--- config.mk ---
export PLATFORM = sky130hd
export DESIGN_NAME = sorted_priority_queue
export DESIGN_NICKNAME = d
export VERILOG_FILES = /design/src/rtl/spq_pkg.sv /design/src/rtl/spq_cell.sv /design/src/rtl/sorted_priority_queue.sv
export SDC_FILE = /design/constraint.sdc
export NUM_CORES = 2
export LEC_CHECK = 0
export BUFFER_PORTS_ARGS = -buffer_cell sky130_fd_sc_hd__clkbuf_2
export CORE_MARGIN = 10
export CORE_UTILIZATION = 35
export CTS_CLUSTER_SIZE = 40
export DETAILED_ROUTE_END_ITERATION = 8
export GPL_ROUTABILITY_DRIVEN = 0
export PLACE_DENSITY = 0.51
export SLEW_MARGIN = 20
export SYNTH_ARGS = -nofsm -noshare
export SYNTH_HDL_FRONTEND = slang
export SYNTH_SLANG_ARGS = --single-unit
export TNS_END_PERCENT = 100
--- constraint.sdc ---
create_clock -name clk_i -period 8.1 [get_ports clk_i]
set_clock_uncertainty 0.15 [all_clocks]
set_input_delay 1.62 -clock clk_i [delete_from_list [all_inputs] [get_ports clk_i]]
set_output_delay 1.62 -clock clk_i [all_outputs]
set_load 0.02 [all_outputs]
--- src/rtl/spq_pkg.sv ---
// Package for the sorted priority queue: operation codes, field widths,
// and the control and flag structs shared by the top level and its cells.
// No dependencies.
package spq_pkg;

  localparam int unsigned FUNC_W = 2;
  localparam int unsigned DATA_W = 32;
  localparam int unsigned POS_W  = 4;
  localparam int unsigned CNT_W  = 5;

  typedef enum logic [FUNC_W-1:0] {
    FUNC_INSERT = 2'd0,
    FUNC_REMOVE = 2'd1,
    FUNC_FIND   = 2'd2
  } func_e;

  // broadcast from the top level to every cell
  typedef struct packed {
    logic                     ins;
    logic                     rem;
    logic signed [DATA_W-1:0] value;
  } cell_ctrl_t;

  // per-cell compare results against the broadcast value
  typedef struct packed {
    logic ge;
    logic gt;
    logic eq;
  } cell_flags_t;

endpackage

--- src/rtl/spq_cell.sv ---
// One slot of the sorted chain: holds an entry, compares it with the
// broadcast value and shifts toward head or tail as the request needs.
// Depends on spq_pkg.
module spq_cell (
  input  logic                              clk_i,
  input  spq_pkg::cell_ctrl_t               ctrl_i,
  input  logic                              occ_i,
  input  logic                              left_ge_i,
  input  logic signed [spq_pkg::DATA_W-1:0] left_data_i,
  input  logic signed [spq_pkg::DATA_W-1:0] right_data_i,
  output logic signed [spq_pkg::DATA_W-1:0] data_o,
  output spq_pkg::cell_flags_t              flags_o
);
  import spq_pkg::*;

  logic signed [DATA_W-1:0] data_q, data_d;

  always_comb begin
    flags_o.ge = occ_i && (data_q >= ctrl_i.value);
    flags_o.gt = occ_i && (data_q > ctrl_i.value);
    flags_o.eq = occ_i && (data_q == ctrl_i.value);
  end

  always_comb begin
    data_d = data_q;
    if (ctrl_i.ins) begin
      if (!left_ge_i) begin
        data_d = left_data_i;
      end else if (!flags_o.ge) begin
        data_d = ctrl_i.value;
      end
    end else if (ctrl_i.rem && !flags_o.gt) begin
      data_d = right_data_i;
    end
  end

  always_ff @(posedge clk_i) begin
    data_q <= data_d;
  end

  assign data_o = data_q;

endmodule

--- src/rtl/sorted_priority_queue.sv ---
// Sorted priority queue top level: a chain of spq_cell slots, request
// decode, first-match encoding, entry count and the result register.
// Depends on spq_pkg and spq_cell.
//
// Usage:
//   Requests enter on in_valid_i/in_stall_o with func_i and value_i; each
//   request gives exactly one result on out_valid_o/out_stall_i carrying
//   ok_o, position_o, count_o, head_value_o and head_valid_o.
//   Entries are kept in descending signed order, head first. Insert puts
//   the value behind all entries greater or equal and fails when full;
//   remove drops the first equal entry; find reports its index.
//   Every cell compares against the request value in parallel and shifts
//   by one slot in the same cycle: the result is registered at the edge
//   that accepts the request, and a new request is taken every cycle while
//   results are drained.
//   When the receiver stalls, the result holds and in_stall_o rises until
//   it is taken; the chain keeps its contents.
//   Reset empties the queue (count zero) and clears the result valid; the
//   cell contents are not cleared and are never read beyond the count.
module sorted_priority_queue #(
  parameter int unsigned DEPTH = 16
) (
  input  logic                              clk_i,
  input  logic                              rst_ni,
  input  logic                              in_valid_i,
  output logic                              in_stall_o,
  input  logic [spq_pkg::FUNC_W-1:0]        func_i,
  input  logic signed [spq_pkg::DATA_W-1:0] value_i,
  output logic                              out_valid_o,
  input  logic                              out_stall_i,
  output logic                              ok_o,
  output logic [spq_pkg::POS_W-1:0]         position_o,
  output logic [spq_pkg::CNT_W-1:0]         count_o,
  output logic signed [spq_pkg::DATA_W-1:0] head_value_o,
  output logic                              head_valid_o
);
  import spq_pkg::*;

  localparam int unsigned IW = $clog2(DEPTH);
  localparam int unsigned CW = $clog2(DEPTH + 1);

  logic                     accept;
  logic                     full;
  logic                     found;
  logic                     ok;
  logic [IW-1:0]            pos;
  logic [IW-1:0]            match_pos;
  logic [CW-1:0]            count_q, count_d;
  logic signed [DATA_W-1:0] head_d;
  cell_ctrl_t               ctrl;

  logic signed [DATA_W-1:0] data [DEPTH];
  cell_flags_t              flags [DEPTH];
  logic [DEPTH-1:0]         occ, ge_vec, gt_vec, eq_vec, first_vec;

  logic                     out_valid_q, out_valid_d;
  logic                     ok_q;
  logic [POS_W-1:0]         pos_q;
  logic [CNT_W-1:0]         cnt_q;
  logic signed [DATA_W-1:0] head_q;
  logic                     head_valid_q;

  logic [IW+POS_W-1:0]      pos_ext;
  logic [CW+CNT_W-1:0]      cnt_ext;

  assign in_stall_o = out_valid_q && out_stall_i;
  assign accept     = in_valid_i && !in_stall_o;
  assign full       = (count_q == CW'(DEPTH));

  for (genvar i = 0; i < DEPTH; i++) begin : g_cell
    logic                     left_ge;
    logic signed [DATA_W-1:0] left_data;
    logic signed [DATA_W-1:0] right_data;

    if (i == 0) begin : g_head
      assign left_ge   = 1'b1;
      assign left_data = value_i;
    end else begin : g_mid
      assign left_ge   = flags[i-1].ge;
      assign left_data = data[i-1];
    end

    if (i == DEPTH - 1) begin : g_tail
      assign right_data = data[i];
    end else begin : g_body
      assign right_data = data[i+1];
    end

    assign occ[i]    = (CW'(i) < count_q);
    assign ge_vec[i] = flags[i].ge;
    assign gt_vec[i] = flags[i].gt;
    assign eq_vec[i] = flags[i].eq;

    spq_cell u_cell (
      .clk_i        (clk_i),
      .ctrl_i       (ctrl),
      .occ_i        (occ[i]),
      .left_ge_i    (left_ge),
      .left_data_i  (left_data),
      .right_data_i (right_data),
      .data_o       (data[i]),
      .flags_o      (flags[i])
    );
  end

  assign found     = |eq_vec;
  // entries greater than the value form a prefix; the slot right after it is the first match
  assign first_vec = ~gt_vec & {gt_vec[DEPTH-2:0], 1'b1};

  always_comb begin
    match_pos = '0;
    for (int i = 0; i < DEPTH; i++) begin
      match_pos = match_pos | (first_vec[i] ? IW'(i) : IW'(0));
    end
  end

  always_comb begin
    ctrl.value = value_i;
    ctrl.ins   = 1'b0;
    ctrl.rem   = 1'b0;
    ok         = 1'b0;
    pos        = '0;
    unique case (func_e'(func_i))
      FUNC_INSERT: begin
        ok       = !full;
        ctrl.ins = accept && !full;
      end
      FUNC_REMOVE: begin
        ok       = found;
        ctrl.rem = accept && found;
      end
      FUNC_FIND: begin
        ok  = found;
        pos = found ? match_pos : '0;
      end
      default: begin
        ok = 1'b0;
      end
    endcase
  end

  always_comb begin
    count_d = count_q;
    head_d  = data[0];
    if (ctrl.ins) begin
      count_d = count_q + CW'(1);
      if (!ge_vec[0]) begin
        head_d = value_i;
      end
    end else if (ctrl.rem) begin
      count_d = count_q - CW'(1);
      if (!gt_vec[0]) begin
        head_d = data[1];
      end
    end
    if (count_d == '0) begin
      head_d = '0;
    end
  end

  assign pos_ext = {{POS_W{1'b0}}, pos};
  assign cnt_ext = {{CNT_W{1'b0}}, count_d};

  always_comb begin
    out_valid_d = out_valid_q && out_stall_i;
    if (accept) begin
      out_valid_d = 1'b1;
    end
  end

  always_ff @(posedge clk_i or negedge rst_ni) begin
    if (!rst_ni) begin
      count_q     <= '0;
      out_valid_q <= 1'b0;
    end else begin
      count_q     <= count_d;
      out_valid_q <= out_valid_d;
    end
  end

  always_ff @(posedge clk_i) begin
    if (accept) begin
      ok_q         <= ok;
      pos_q        <= pos_ext[POS_W-1:0];
      cnt_q        <= cnt_ext[CNT_W-1:0];
      head_q       <= head_d;
      head_valid_q <= (count_d != '0);
    end
  end

  assign out_valid_o  = out_valid_q;
  assign ok_o         = ok_q;
  assign position_o   = pos_q;
  assign count_o      = cnt_q;
  assign head_value_o = head_q;
  assign head_valid_o = head_valid_q;

`ifndef SYNTHESIS
  a_count_bound: assert property (@(posedge clk_i) disable iff (!rst_ni)
    count_q <= CW'(DEPTH))
    else $error("entry count beyond depth");

  a_insert_grows: assert property (@(posedge clk_i) disable iff (!rst_ni)
    ctrl.ins |=> count_q == $past(count_q) + CW'(1))
    else $error("insert did not grow the count");

  a_remove_shrinks: assert property (@(posedge clk_i) disable iff (!rst_ni)
    ctrl.rem |=> count_q == $past(count_q) - CW'(1))
    else $error("remove did not shrink the count");

  a_no_ins_when_full: assert property (@(posedge clk_i) disable iff (!rst_ni)
    full |-> !ctrl.ins)
    else $error("insert into a full queue");

  for (genvar i = 0; i < DEPTH - 1; i++) begin : g_chk
    a_sorted: assert property (@(posedge clk_i) disable iff (!rst_ni)
      occ[i+1] |-> data[i] >= data[i+1])
      else $error("entries out of order");
  end
`endif

endmodule

==> impl_metrics.ini <==
[timing]
fmax_ghz = 0.1562
tightest_slew_ps = 1040
min_period_ps = 6403
slew_viol_final = 0
maxSlewHeadroom_pct = 29.79
rsz0062_at_grt = false
fin_tns_setup_ps = 0
setup_viol = 0
fin_crit_sh_pct = 79.04
hold_viol = 0

[worst_setup_path]
cp.depth = 14
cp_max_fo = 33
arrival_ps = 6630
cp-end-kind = flop
cpMostUsedCell = nor4_1
worstReg2RegStart = g_cell[11].u_cell.data_o[31]
cpMaxStageDelayCell = nor4_1
cpPeakStageDelay_ps = 880
path_class = in2reg
critPathTopFamily = simple AND/OR/NAND/NOR gates
crit_path_cell_trace = clkbuf_2, inv_1, ha_1, nand4_1, nor4_1, nand4b_1, a21oi_1, nor4_1, nor2_1, nor4_2, buf_4, a211o_1, or4_4, and4_1
regToRegSetupSlack_ps = 3240
r2r_end = head_value_o[30]
critPathRequiredTime_ps = 8330
cp-start-kind = primary input
reg2reg_depth = 12
crit_buf_inv = 3

[detailed_routing]
wire_per_inst_um = 22.82
vias = 31383
antenna_left = 0
first_iter_violations = 2553
wirelength_um = 126300
firstDrtPassIters = 6
routed_via_density = 5.672
drc = 0

[logic_synthesis]
syn-cell-area_mm2 = 0.04041
synthFlopType = edfxtp_1
synth_mux_area_share_pct = 11.98
synth_xor_area_share_pct = 0.3035
yosysWarnings = 0
synth.avg_cell_area_um2 = 10.19
yosysUniqueCellTypes = 73
ys_ff_latch = 561
synth_fp_nets = 4521
synthAdderAreaFrac_pct = 16.07
synth-edff-count = 555
synth_top_family_by_area = adder cells
synth-seq-area-share_pct = 41.62
syn_inst = 3964
synth-simple-area-share_pct = 12.23
synthArstFlopShare_pct = 1.070
synth_compound_area_share_pct = 14.87

[floorplan]
core-area_mm2 = 0.1145
fp.dieH_um = 359.8
rows = 124
pin_count = 83
die_w_um = 359.8
die_area_mm2 = 0.1294
initial_core_util_pct = 35.29

[power_and_ir_drop]
fin_total_pwr_mw = 9.547
leakagePower_nw = 18.69
p_per_area_mw_per_mm2 = 211.9
ir_drop_mv = 0.1657

[clock_network]
cts_tree = done
clk_path_buf_depth = 3
htreeDepth = 3
hold_buffers = 0
cts_setup_buffers = 0
clk_latency_ps = 640
cts.clk_slew.worst_paths_ps = 60
root_buffer = clkbuf_16
cts.sinks = 561
post_cts_resized = 0
numCtsBuffers = 73

[final_layout]
ff_latch_area_mm2 = 0.01682
num_antenna_cells = 0
areaGrowthSynthToFinish_pct = 11.52
drive_gt1_share_pct = 7.784
fillers = 11374
multi_input_area_mm2 = 0.02278
final_nets = 4526

[global_route]
grt_pass1_wl_um = 193900
grt.overflow.total = 0
antenna_found_initial = 3
grt_pass1_vias = 31230
grt_max_degree = 210
grt_use_total_pct = 18.88

[worst_hold_path]
whs_path_depth = 2
hold_path_class = reg2reg
min_from = g_cell[15].u_cell.data_o[26]
min_to = g_cell[14].u_cell.data_o[26]

[place]
hpwl_um = 94530
port_buffers = 82

[run_status]
status = completed

[run]
maxCapViolCount = 0
[logic make-up (layout without fill, tap and decap cells)]
logic type	after synthesis	in the layout
buf+inv	295	352
mux	483	483
xor+xnor	14	14
flops	561	561
simple gates	1052	1052
fa+ha+maj	519	519
compound gates	1040	1040
[cells in the final DEF (no fill, tap or decap), drive strengths merged, types with 5 or more instances in the layout]
| cell type | n |
|---|---|
| a21boi | 6 |
| clkinv | 26 |
| bufinv | 5 |
| ha | 519 |
| edfxtp | 555 |
| o31ai | 6 |
| xnor2 | 11 |
| nor3 | 17 |
| a21oi | 255 |
| or2 | 5 |
| or3 | 35 |
| buf | 77 |
| mux2i | 479 |
| o221ai | 6 |
| nand3 | 40 |
| a221oi | 8 |
| a31oi | 14 |
| and4 | 41 |
| a211oi | 15 |
| nor2 | 118 |
| nand2 | 578 |
| nor2b | 28 |
| a2111oi | 9 |
| dfrtp | 6 |
| o211ai | 20 |
| nand4 | 128 |
| inv | 67 |
| o21ai | 495 |
| clkbuf | 175 |
| nand2b | 7 |
| o2111ai | 6 |
| a21o | 152 |
| o21a | 17 |
| nor4 | 33 |
[per-layer routing]
layer	vias up	part of all wire (%)	global-route usage, %	wire (µm)
li1	15074	-	-	-
met1	15485	48	27.25	61190
met2	706	45	29.68	56530
met3	118	5.4	3.224	6794
met4	0	1.4	3.261	1769
met5	-	0	0	0
[through the flow]
| stage | hold slack, ps | area (µm²) | cells | utilization [%] | setup WS [ps] |
|---|---|---|---|---|---|
| 4_1_cts | 411.3 | 45060 | 5533 | 39.36 | 1842 |
| 2_1_floorplan | 371.9 | 40410 | 3964 | - | 356.1 |
| 3_3_place_gp | 377.6 | 42790 | 5406 | 37.37 | 1069 |
| 3_5_place_dp | 395.9 | 42800 | 5406 | 37.38 | 1163 |
| 5_1_grt | 437.5 | 45060 | 5533 | 39.36 | 1562 |
| 6_report | 411.2 | 45060 | 5533 | 39.36 | 1697 |
[worst min-delay path, cell delays in order (launching register included)]
cell and delay [ps]:
edfxtp_1 340, nand2_1 50, o21ai_0 60
[sequential cells by signal, summed over array words and instances, names as in the netlist]
name and flops:
head_valid_o 1, head_value_o 32, count_q 5, position_o 4, ok_o 1, out_valid_o 1
g_cell.u_cell.data_o 512, count_o 5
[cell usage after synthesis, drive strengths merged, types with 5 or more instances]
| master | n | area share (%) |
|---|---|---|
| nor3 | 17 | 0.22 |
| nand4 | 128 | 2.0 |
| nor4 | 33 | 0.59 |
| o21a | 17 | 0.32 |
| o221ai | 6 | 0.13 |
| buf | 52 | 0.67 |
| a211oi | 15 | 0.28 |
| o31ai | 6 | 0.11 |
| nand3 | 40 | 0.50 |
| nor2b | 28 | 0.43 |
| mux2i | 479 | 12 |
| dfrtp | 6 | 0.37 |
| a2111oi | 9 | 0.23 |
| a221oi | 8 | 0.17 |
| inv | 66 | 0.61 |
| nor2 | 118 | 1.1 |
| edfxtp | 555 | 41 |
| o211ai | 20 | 0.37 |
| ha | 519 | 16 |
| o21ai | 495 | 6.1 |
| nand2b | 7 | 0.11 |
| o2111ai | 6 | 0.13 |
| and4 | 41 | 0.89 |
| or3 | 35 | 0.54 |
| clkbuf | 177 | 1.6 |
| a21o | 152 | 2.8 |
| a21oi | 255 | 3.2 |
| xnor2 | 11 | 0.24 |
| or2 | 5 | 0.077 |
| a21boi | 6 | 0.12 |
| a31oi | 14 | 0.22 |
| nand2 | 578 | 5.4 |
[where the power goes]
part           leakage [nW]  total, mW  internal, mW  switching [mW]
logic                  12.4       2.78          1.07            1.71
clock network          1.10       3.21          1.87            1.34
registers              5.16       3.56          3.42           0.145
[worst max path at each step]
| stage | startpoint | endpoint | slack (ps) |
|---|---|---|---|
| 4_1_cts | value_i[26] | head_value_o[30] | 1840 |
| 3_3_place_gp | value_i[26] | head_value_o[28] | 1070 |
| 2_1_floorplan | in_valid_i | g_cell[11].u_cell.data_o[0] | 360 |
| 3_5_place_dp | value_i[26] | head_value_o[21] | 1160 |
| 6_report | value_i[26] | head_value_o[30] | 1700 |
| 5_1_grt | value_i[26] | head_value_o[13] | 1560 |
[layout make-up]
cell class	count	share of cell area [%]
multi-input combinational	3108	50.55
sequential	561	37.32
clock buffer	93	4.362
tap	1512	4.198
timing repair buffer	159	2.360
clock inverter	34	0.6581
inverter	66	0.5498
(Power assumes the default switching activity.)
